==> src/sv/debounce_timer_allocator_unit_defines.svh <==
// Assertion helpers for the debounce timer allocator.
`ifndef DEBOUNCE_TIMER_ALLOCATOR_UNIT_DEFINES_SVH
`define DEBOUNCE_TIMER_ALLOCATOR_UNIT_DEFINES_SVH

// Condition implies a property in the same cycle.
`define DTA_ASSERT_NOW(label, cond, prop) \
  label: assert property (@(posedge clk) disable iff (!rst_n) (cond) |-> (prop)) \
    else $error("debounce timer allocator check failed");

// Condition implies a property in the next cycle.
`define DTA_ASSERT_NEXT(label, cond, prop) \
  label: assert property (@(posedge clk) disable iff (!rst_n) (cond) |=> (prop)) \
    else $error("debounce timer allocator check failed");

`endif

==> src/sv/dta_pkg.sv <==
package dta_pkg;

  localparam int NUM_PINS_DEF   = 256;
  localparam int NUM_TIMERS_DEF = 4;

  // Microseconds per second; the divisor of the cycle conversion.
  localparam logic [19:0] US_PER_SEC = 20'd1000000;
  localparam logic [31:0] U32_MAX    = 32'hFFFF_FFFF;

  // The remainder left by the reciprocal estimate stays below five times the divisor.
  localparam int REM_W = 23;

  // Products at or above this limit give a quotient of U32_MAX or more.
  localparam logic [63:0] PROD_LIMIT = 64'(U32_MAX) * 64'(US_PER_SEC);

  // Reciprocal of the divisor scaled by 2^51, applied to the product shifted right by 20.
  localparam logic [31:0] RECIP_M = 32'((64'd1 << 51) / 64'(US_PER_SEC));

  typedef logic [1:0] status_t;

  localparam status_t STAT_OK        = 2'd0;
  localparam status_t STAT_INVALID   = 2'd1;
  localparam status_t STAT_RANGE     = 2'd2;
  localparam status_t STAT_EXHAUSTED = 2'd3;

endpackage

==> src/sv/debounce_timer_allocator_unit.sv <==
// Debounce timer allocator. Each request names a pin and a period in microseconds and returns
// one result: a status, the timer now selected for the pin, and whether a free timer was loaded
// with a new cycle count. After reset the pin table is cleared one entry per cycle, and the input
// stays closed until every entry is cleared (configuration writes are taken throughout). A
// request first reads the pin table. It ends there if the pin is out of range or no clock is
// set, ends after a release step if the period is zero, and ends after the product if the period
// is out of range. Otherwise one shared 32x32 multiplier forms the product, a reciprocal estimate
// of the quotient by one million and its remainder, the estimate is corrected by compare and
// subtract, the old timer is released, and the timers are then scanned one per cycle, first
// for a matching period and then for a free timer. One request is in flight at a time;
// in_ready is high only while the block is idle.
module debounce_timer_allocator_unit #(
  parameter int NUM_PINS   = dta_pkg::NUM_PINS_DEF,
  parameter int NUM_TIMERS = dta_pkg::NUM_TIMERS_DEF
) (
  input  logic                            clk,
  input  logic                            rst_n,
  input  logic                            cfg_wr_en,
  input  logic [31:0]                     cfg_wr_data,
  input  logic                            in_valid,
  output logic                            in_ready,
  input  logic [7:0]                      in_pin,
  input  logic [31:0]                     in_period_us,
  output logic                            out_valid,
  input  logic                            out_ready,
  output dta_pkg::status_t                out_status,
  output logic [$clog2(NUM_TIMERS)-1:0]   out_timer_select,
  output logic                            out_load_timer,
  output logic [31:0]                     out_load_value
);
  import dta_pkg::*;

  `include "debounce_timer_allocator_unit_defines.svh"

  localparam int PW = $clog2(NUM_PINS);
  localparam int TW = $clog2(NUM_TIMERS);
  localparam int CW = $clog2(NUM_PINS + 1);

  localparam logic [3:0] S_CLR   = 4'd0;
  localparam logic [3:0] S_IDLE  = 4'd1;
  localparam logic [3:0] S_READ  = 4'd2;
  localparam logic [3:0] S_CHECK = 4'd3;
  localparam logic [3:0] S_REL   = 4'd4;
  localparam logic [3:0] S_MUL   = 4'd5;
  localparam logic [3:0] S_RECIP = 4'd6;
  localparam logic [3:0] S_BACK  = 4'd7;
  localparam logic [3:0] S_FIX   = 4'd8;
  localparam logic [3:0] S_QCHK  = 4'd9;
  localparam logic [3:0] S_MATCH = 4'd10;
  localparam logic [3:0] S_FREE  = 4'd11;
  localparam logic [3:0] S_DONE  = 4'd12;

  logic [3:0]    state_r, state_nxt;
  logic [PW-1:0] clr_cnt_r, clr_cnt_nxt;
  logic [31:0]   clock_rate_r, clock_rate_nxt;
  logic [PW-1:0] pin_idx_r, pin_idx_nxt;
  logic          pin_ok_r, pin_ok_nxt;
  logic [31:0]   usecs_r, usecs_nxt;
  logic [TW-1:0] old_t_r, old_t_nxt;
  logic [TW-1:0] t_idx_r, t_idx_nxt;
  logic [63:0]   prod_r, prod_nxt;
  logic [31:0]   q_r, q_nxt;
  logic [REM_W-1:0] rem_r, rem_nxt;
  logic [31:0]   cycles_r, cycles_nxt;
  logic [CW-1:0] cnt_r [NUM_TIMERS];
  logic [CW-1:0] cnt_nxt [NUM_TIMERS];
  logic [31:0]   period_r [NUM_TIMERS];
  logic [31:0]   period_nxt [NUM_TIMERS];

  status_t       out_status_r, out_status_nxt;
  logic [TW-1:0] out_sel_r, out_sel_nxt;
  logic          out_load_r, out_load_nxt;
  logic [31:0]   out_value_r, out_value_nxt;

  logic [TW-1:0] pin_timer_mem [NUM_PINS];
  logic [TW-1:0] rd_data_r;
  logic          mem_we;
  logic [PW-1:0] mem_waddr;
  logic [TW-1:0] mem_wdata;

  logic [31:0]   mul_a;
  logic [31:0]   mul_b;
  logic [63:0]   mul_p;
  logic          last_timer;
  logic          q_ovf;
  logic          rem_big;

  assign mul_p      = 64'(mul_a) * 64'(mul_b);
  assign last_timer = (t_idx_r == TW'(NUM_TIMERS - 1));
  assign q_ovf      = (prod_r >= PROD_LIMIT);
  assign rem_big    = (rem_r >= REM_W'(US_PER_SEC));

  // The one multiplier forms the product, the reciprocal estimate of the quotient and the
  // quotient times the divisor, in that order.
  always_comb begin
    case (state_r)
      S_RECIP: begin
        mul_a = prod_r[51:20];
        mul_b = RECIP_M;
      end
      S_BACK: begin
        mul_a = q_r;
        mul_b = 32'(US_PER_SEC);
      end
      default: begin
        mul_a = clock_rate_r;
        mul_b = usecs_r;
      end
    endcase
  end

  always_comb begin
    state_nxt      = state_r;
    clr_cnt_nxt    = clr_cnt_r;
    clock_rate_nxt = cfg_wr_en ? cfg_wr_data : clock_rate_r;
    pin_idx_nxt    = pin_idx_r;
    pin_ok_nxt     = pin_ok_r;
    usecs_nxt      = usecs_r;
    old_t_nxt      = old_t_r;
    t_idx_nxt      = t_idx_r;
    prod_nxt       = prod_r;
    q_nxt          = q_r;
    rem_nxt        = rem_r;
    cycles_nxt     = cycles_r;
    cnt_nxt        = cnt_r;
    period_nxt     = period_r;
    out_status_nxt = out_status_r;
    out_sel_nxt    = out_sel_r;
    out_load_nxt   = out_load_r;
    out_value_nxt  = out_value_r;
    mem_we         = 1'b0;
    mem_waddr      = pin_idx_r;
    mem_wdata      = '0;

    case (state_r)
      S_CLR: begin
        mem_we    = 1'b1;
        mem_waddr = clr_cnt_r;
        if (clr_cnt_r == PW'(NUM_PINS - 1)) begin
          state_nxt = S_IDLE;
        end else begin
          clr_cnt_nxt = clr_cnt_r + 1'b1;
        end
      end
      S_IDLE: begin
        if (in_valid) begin
          pin_idx_nxt = PW'(in_pin);
          pin_ok_nxt  = (32'(in_pin) < 32'(NUM_PINS));
          usecs_nxt   = in_period_us;
          state_nxt   = S_READ;
        end
      end
      S_READ: begin
        state_nxt = S_CHECK;
      end
      S_CHECK: begin
        old_t_nxt     = rd_data_r;
        t_idx_nxt     = rd_data_r;
        out_load_nxt  = 1'b0;
        out_value_nxt = 32'd0;
        if (!pin_ok_r) begin
          out_status_nxt = STAT_INVALID;
          out_sel_nxt    = '0;
          state_nxt      = S_DONE;
        end else if (usecs_r == 32'd0) begin
          state_nxt = S_REL;
        end else if (clock_rate_r == 32'd0) begin
          out_status_nxt = STAT_INVALID;
          out_sel_nxt    = rd_data_r;
          state_nxt      = S_DONE;
        end else begin
          state_nxt = S_MUL;
        end
      end
      S_REL: begin
        state_nxt = S_DONE;
        if (old_t_r == '0 || cnt_r[t_idx_r] == '0) begin
          out_status_nxt = STAT_INVALID;
          out_sel_nxt    = old_t_r;
        end else begin
          cnt_nxt[t_idx_r] = cnt_r[t_idx_r] - 1'b1;
          mem_we           = 1'b1;
          out_status_nxt   = STAT_OK;
          out_sel_nxt      = '0;
        end
      end
      S_MUL: begin
        prod_nxt  = mul_p;
        state_nxt = S_RECIP;
      end
      S_RECIP: begin
        if (q_ovf) begin
          out_status_nxt = STAT_RANGE;
          out_sel_nxt    = old_t_r;
          state_nxt      = S_DONE;
        end else begin
          q_nxt     = mul_p[62:31];
          state_nxt = S_BACK;
        end
      end
      S_BACK: begin
        rem_nxt   = REM_W'(prod_r - mul_p);
        state_nxt = S_FIX;
      end
      S_FIX: begin
        // The estimate is never high and at most four low.
        if (rem_big) begin
          rem_nxt = rem_r - REM_W'(US_PER_SEC);
          q_nxt   = q_r + 32'd1;
        end else begin
          state_nxt = S_QCHK;
        end
      end
      S_QCHK: begin
        cycles_nxt = q_r + 32'(rem_r != '0);
        if (old_t_r != '0 && cnt_r[t_idx_r] == '0) begin
          // The pin holds a timer that nobody counts as a user.
          out_status_nxt = STAT_INVALID;
          out_sel_nxt    = old_t_r;
          state_nxt      = S_DONE;
        end else begin
          if (old_t_r != '0) begin
            cnt_nxt[t_idx_r] = cnt_r[t_idx_r] - 1'b1;
            mem_we           = 1'b1;
          end
          t_idx_nxt = TW'(1);
          state_nxt = S_MATCH;
        end
      end
      S_MATCH: begin
        if (period_r[t_idx_r] == cycles_r) begin
          cnt_nxt[t_idx_r] = cnt_r[t_idx_r] + 1'b1;
          mem_we           = 1'b1;
          mem_wdata        = t_idx_r;
          out_status_nxt   = STAT_OK;
          out_sel_nxt      = t_idx_r;
          state_nxt        = S_DONE;
        end else if (last_timer) begin
          t_idx_nxt = TW'(1);
          state_nxt = S_FREE;
        end else begin
          t_idx_nxt = t_idx_r + 1'b1;
        end
      end
      S_FREE: begin
        if (cnt_r[t_idx_r] == '0) begin
          cnt_nxt[t_idx_r]    = cnt_r[t_idx_r] + 1'b1;
          period_nxt[t_idx_r] = cycles_r;
          mem_we              = 1'b1;
          mem_wdata           = t_idx_r;
          out_status_nxt      = STAT_OK;
          out_sel_nxt         = t_idx_r;
          out_load_nxt        = 1'b1;
          out_value_nxt       = cycles_r;
          state_nxt           = S_DONE;
        end else if (last_timer) begin
          out_status_nxt = STAT_EXHAUSTED;
          out_sel_nxt    = '0;
          state_nxt      = S_DONE;
        end else begin
          t_idx_nxt = t_idx_r + 1'b1;
        end
      end
      S_DONE: begin
        if (out_ready) begin
          state_nxt = S_IDLE;
        end
      end
      default: begin
        state_nxt = S_IDLE;
      end
    endcase
  end

  always_ff @(posedge clk) begin
    if (!rst_n) begin
      state_r      <= S_CLR;
      clr_cnt_r    <= '0;
      clock_rate_r <= 32'd0;
      for (int i = 0; i < NUM_TIMERS; i++) begin
        cnt_r[i]    <= '0;
        period_r[i] <= 32'd0;
      end
    end else begin
      state_r      <= state_nxt;
      clr_cnt_r    <= clr_cnt_nxt;
      clock_rate_r <= clock_rate_nxt;
      cnt_r        <= cnt_nxt;
      period_r     <= period_nxt;
    end
  end

  always_ff @(posedge clk) begin
    pin_idx_r    <= pin_idx_nxt;
    pin_ok_r     <= pin_ok_nxt;
    usecs_r      <= usecs_nxt;
    old_t_r      <= old_t_nxt;
    t_idx_r      <= t_idx_nxt;
    prod_r       <= prod_nxt;
    q_r          <= q_nxt;
    rem_r        <= rem_nxt;
    cycles_r     <= cycles_nxt;
    out_status_r <= out_status_nxt;
    out_sel_r    <= out_sel_nxt;
    out_load_r   <= out_load_nxt;
    out_value_r  <= out_value_nxt;
  end

  always_ff @(posedge clk) begin
    if (mem_we) begin
      pin_timer_mem[mem_waddr] <= mem_wdata;
    end
    rd_data_r <= pin_timer_mem[pin_idx_r];
  end

  assign in_ready         = (state_r == S_IDLE);
  assign out_valid        = (state_r == S_DONE);
  assign out_status       = out_status_r;
  assign out_timer_select = out_sel_r;
  assign out_load_timer   = out_load_r;
  assign out_load_value   = out_value_r;

  `DTA_ASSERT_NOW(a_load_is_ok, out_valid && out_load_timer, out_status == STAT_OK && out_load_value != 32'd0 && out_timer_select != '0)
  `DTA_ASSERT_NOW(a_exhausted_no_sel, out_valid && out_status == STAT_EXHAUSTED, out_timer_select == '0 && !out_load_timer)
  `DTA_ASSERT_NOW(a_sel_has_user, out_valid && out_status == STAT_OK && out_timer_select != '0, cnt_r[out_timer_select] != '0)
  `DTA_ASSERT_NEXT(a_clear_blocks_input, state_r == S_CLR && clr_cnt_r != PW'(NUM_PINS - 1), !in_ready)

endmodule

==> config.mk <==
export PLATFORM = sky130hd
export DESIGN_NAME = debounce_timer_allocator_unit
export DESIGN_NICKNAME = d
export VERILOG_FILES = /design/src/sv/dta_pkg.sv /design/src/sv/debounce_timer_allocator_unit.sv
export VERILOG_INCLUDE_DIRS = /design/src /design/src/sv
export SDC_FILE = /design/constraint.sdc
export NUM_CORES = 2
export LEC_CHECK = 0
export BUFFER_PORTS_ARGS = -buffer_cell sky130_fd_sc_hd__buf_4
export CAP_MARGIN = 40
export CORE_MARGIN = 8
export CORE_UTILIZATION = 51
export CTS_BUF_LIST = sky130_fd_sc_hd__clkbuf_16
export DETAILED_ROUTE_END_ITERATION = 16
export HOLD_SLACK_MARGIN = 0.08
export PLACE_DENSITY = 0.77
export SLEW_MARGIN = 0
export SYNTH_ARGS = -nofsm -noshare
export SYNTH_HDL_FRONTEND = slang
export SYNTH_SLANG_ARGS = --single-unit
==> constraint.sdc <==
create_clock -name clk -period 12.1 [get_ports clk]
set_clock_uncertainty 0.05 [all_clocks]
set_input_delay 1.21 -clock clk [delete_from_list [all_inputs] [get_ports clk]]
set_output_delay 1.21 -clock clk [all_outputs]
set_load 0.02 [all_outputs]
==> results.json <==
{
  "die_x_um": 398,
  "drt.antenna.violating_nets": 0,
  "io_buffers": 115,
  "clk_pin_slew_worst_paths_ns": 0.06,
  "stdcell_area_mm2": 0.0812,
  "cp.required_ns": 12.50,
  "p_switching_uw": 8820,
  "grt_pass1_wl_um": 345000,
  "pwr-share-seq": 0.220,
  "routabilityCongestion": 1.08,
  "setup_viol": 0,
  "multi_input_area_mm2": 0.0426,
  "vias": 54800,
  "setup_ws_ns": 0.768,
  "p_clk_frac": 0.160,
  "drt-initial-drc-count": 6691,
  "min_path_cells": 2,
  "max_stage_delay_ns": 0.64,
  "critPathCaptureType": "register",
  "clockBufferDepth": 3,
  "rsz0062_at_grt": "no",
  "holdBufCountCts": 0,
  "internal_power_uw": 10200,
  "whs_endpoint": "period_r[75]",
  "crit_fanout": 39,
  "fin_crit_sh": 0.937,
  "drt-vias-per-instance": 6.06,
  "grt_max_degree": 132,
  "cts_resized": 0,
  "grt_pass1_vias": 57200,
  "die-height_um": 398,
  "drc": 0,
  "layout_common_cells": "nand2_1, inv_1, fa_1",
  "antenna_found_initial": 11,
  "totalWireLength_um": 228000,
  "min-delay-path-class": "reg -> reg",
  "start_util": 0.512,
  "final_nets": 8307,
  "final_common_cell": "nand2_1",
  "drive_gt1_frac": 0.103,
  "worstReg2RegEnd": "rem_r[21]",
  "area_growth_pct": 9.19,
  "dominantRegCellSynth": "edfxtp_1",
  "root_buffer": "clkbuf_16",
  "tns_ns": 0,
  "fin_crit_ns": 11.33,
  "synth_edf_count": 744,
  "cellLeakagePower_uw": 0.0315,
  "post_cts_buffers": 0,
  "synth.distinct_cells": 80,
  "clkSinkCount": 954,
  "synth_area_per_cell_um2": 10.6,
  "placed_cell_area_mm2": 0.0779,
  "vdd_drop_max_mv": 0.568,
  "numCtsBuffers": 99,
  "regArea_mm2": 0.0265,
  "rrSetupSlack_ns": 0.77,
  "syn-instance-count": 6999,
  "pre_cts_slack_ns": 1.03,
  "crit_path_frequent_cell": "ha_1",
  "io_pins": 116,
  "startpoint_type": "register",
  "final_hold_viol_count": 0,
  "synth_seq_area_share": 0.357,
  "fmax_mhz": 88.2,
  "synth_nets": 8270,
  "wire_per_inst_um": 25.2,
  "netlist_area_mm2": 0.0744,
  "min_from": "period_r[75]",
  "async_flop_share": 0,
  "switching_share": 0.465,
  "ys_ff_latch": 954,
  "crit_type": "reg -> reg",
  "drv_cap": 0,
  "fp-row-count": 140,
  "htreeDepth": 3,
  "tightest_slew_ns": 1.05,
  "cts_tree": "built",
  "slew_headroom": 0.301,
  "path_buf_inv": 7,
  "arrival_ns": 11.74,
  "r2r_start": "state_r[2]",
  "core_region_area_mm2": 0.145,
  "grt_usage": 0.286,
  "grt_overflow_total": 0,
  "fin_util": 0.559,
  "power.density_mw_per_mm2": 234,
  "crit_slowest_cell": "a31oi_1",
  "hpwl_um": 169000,
  "dr.pass1.iters": 9,
  "cp_top_family": "adder cells",
  "die-area_mm2": 0.158,
  "slew_viol_final": 0,
  "combPwrFrac": 0.620,
  "yosysWarningCount": 0,
  "worstSkewPairLatency_ns": 0.75,
  "status": "complete, no violations",
  "ff2ff_path_depth": 39,
  "n_fill_cell": 11800
}
[power by group through the flow]
stage	combinational (µW)	clock [µW]	sequential, µW
after floorplan	7890	0	4220
after global placement	11200	0	4240
after detailed placement	11300	0	4240
after CTS	11400	3080	4170
after global routing	12700	3190	4180
final	11800	3040	4180
[cells in the mapped netlist (33+ instances only)]
master | count | area share
and2_1 | 65 | 0.0055
mux4_2 | 211 | 0.064
a21oi_1 | 256 | 0.017
a21o_1 | 37 | 0.0037
buf_1 | 33 | 0.0017
nor2_1 | 874 | 0.044
xor2_1 | 59 | 0.0069
xnor2_1 | 137 | 0.016
nand3_1 | 82 | 0.0055
ha_1 | 297 | 0.050
buf_2 | 40 | 0.0027
dfxtp_1 | 210 | 0.057
o21ai_0 | 99 | 0.0067
nor3_1 | 37 | 0.0025
nand4_1 | 46 | 0.0039
o21a_1 | 40 | 0.0040
mux2i_1 | 46 | 0.0062
clkbuf_1 | 280 | 0.014
edfxtp_1 | 744 | 0.30
nand2_1 | 1103 | 0.056
fa_1 | 897 | 0.24
inv_1 | 989 | 0.050
o21ai_1 | 65 | 0.0044
[through the flow]
stage,total power (µW),cells,hold WS (ns)
6_report,19000,9046,0.404
5_1_grt,20100,9036,0.421
4_1_cts,18700,9032,0.402
3_5_place_dp,15600,8849,0.394
3_3_place_gp,15400,8813,0.389
2_1_floorplan,12100,6999,0.374
[how the worst max path moves through the flow]
| stage | slack [ns] | end | cells past startpoint | startpoint |
|---|---|---|---|---|
| finish | 0.77 | rem_r[21] | 39 | state_r[2] |
| CTS | 0.94 | rem_r[21] | 39 | state_r[2] |
| detailed placement | 1.03 | rem_r[21] | 39 | state_r[2] |
| global route | 0.37 | rem_r[21] | 39 | state_r[2] |
| floorplan | 2.50 | rem_r[21] | 41 | state_r[2] |
| global placement | 0.95 | rem_r[21] | 38 | state_r[3] |
[layout make-up]
cell class                      count  area share
Clock buffer                      101      0.0311
Sequential cell                   954       0.327
Tap cell                         1917      0.0295
Antenna cell                       11    0.000339
Clock inverter                     82     0.00898
Inverter                          991      0.0458
Timing Repair Buffer              313      0.0332
Multi-Input combinational cell   4677       0.524
[per-layer routing]
metal | vias to the layer above | global-route usage | part of all wire
li1 | 22800 | - | -
met1 | 27100 | 0.350 | 0.35
met2 | 3809 | 0.442 | 0.45
met3 | 1016 | 0.0865 | 0.13
met4 | 2 | 0.183 | 0.082
met5 | - | 0 | 0.000048
[flip-flops by register name (all words and copies together) (netlist names), 4 cells and up]
| register | flops |
|---|---|
| prod_r | 64 |
| cnt_r | 36 |
| rem_r | 23 |
| period_r | 128 |
| q_r | 32 |
| pin_timer_mem | 512 |
| clr_cnt_r | 8 |
| pin_idx_r | 8 |
| usecs_r | 32 |
| state_r | 4 |
| clock_rate_r | 32 |
| out_load_value | 32 |
| cycles_r | 32 |
[kinds of logic (layout without fill, tap and decap cells)]
| family | count (synthesis) | count (layout) | synth area share |
|---|---|---|---|
| buffers and inverters | 1368 | 1487 | 0.0721 |
| XOR/XNOR | 196 | 196 | 0.0231 |
| flip-flops | 954 | 954 | 0.357 |
| AO/OA/AOI/OAI | 635 | 635 | 0.0516 |
| AND/OR/NAND/NOR | 2381 | 2381 | 0.133 |
| multiplexers | 270 | 270 | 0.0721 |
| adder cells (fa/ha/maj) | 1195 | 1195 | 0.292 |
| other | 0 | 11 | 0 |
[worst reg2reg max path: cells and delay by family (launching register included)]
family	cells	cell delay, ns
AO/OA/AOI/OAI	11	3.45
adder cells (fa/ha/maj)	11	3.92
flip-flops	1	0.60
AND/OR/NAND/NOR	8	1.53
buffers and inverters	7	1.09
XOR/XNOR	2	0.44
No activity file was read; power rests on OpenSTA's default activity.
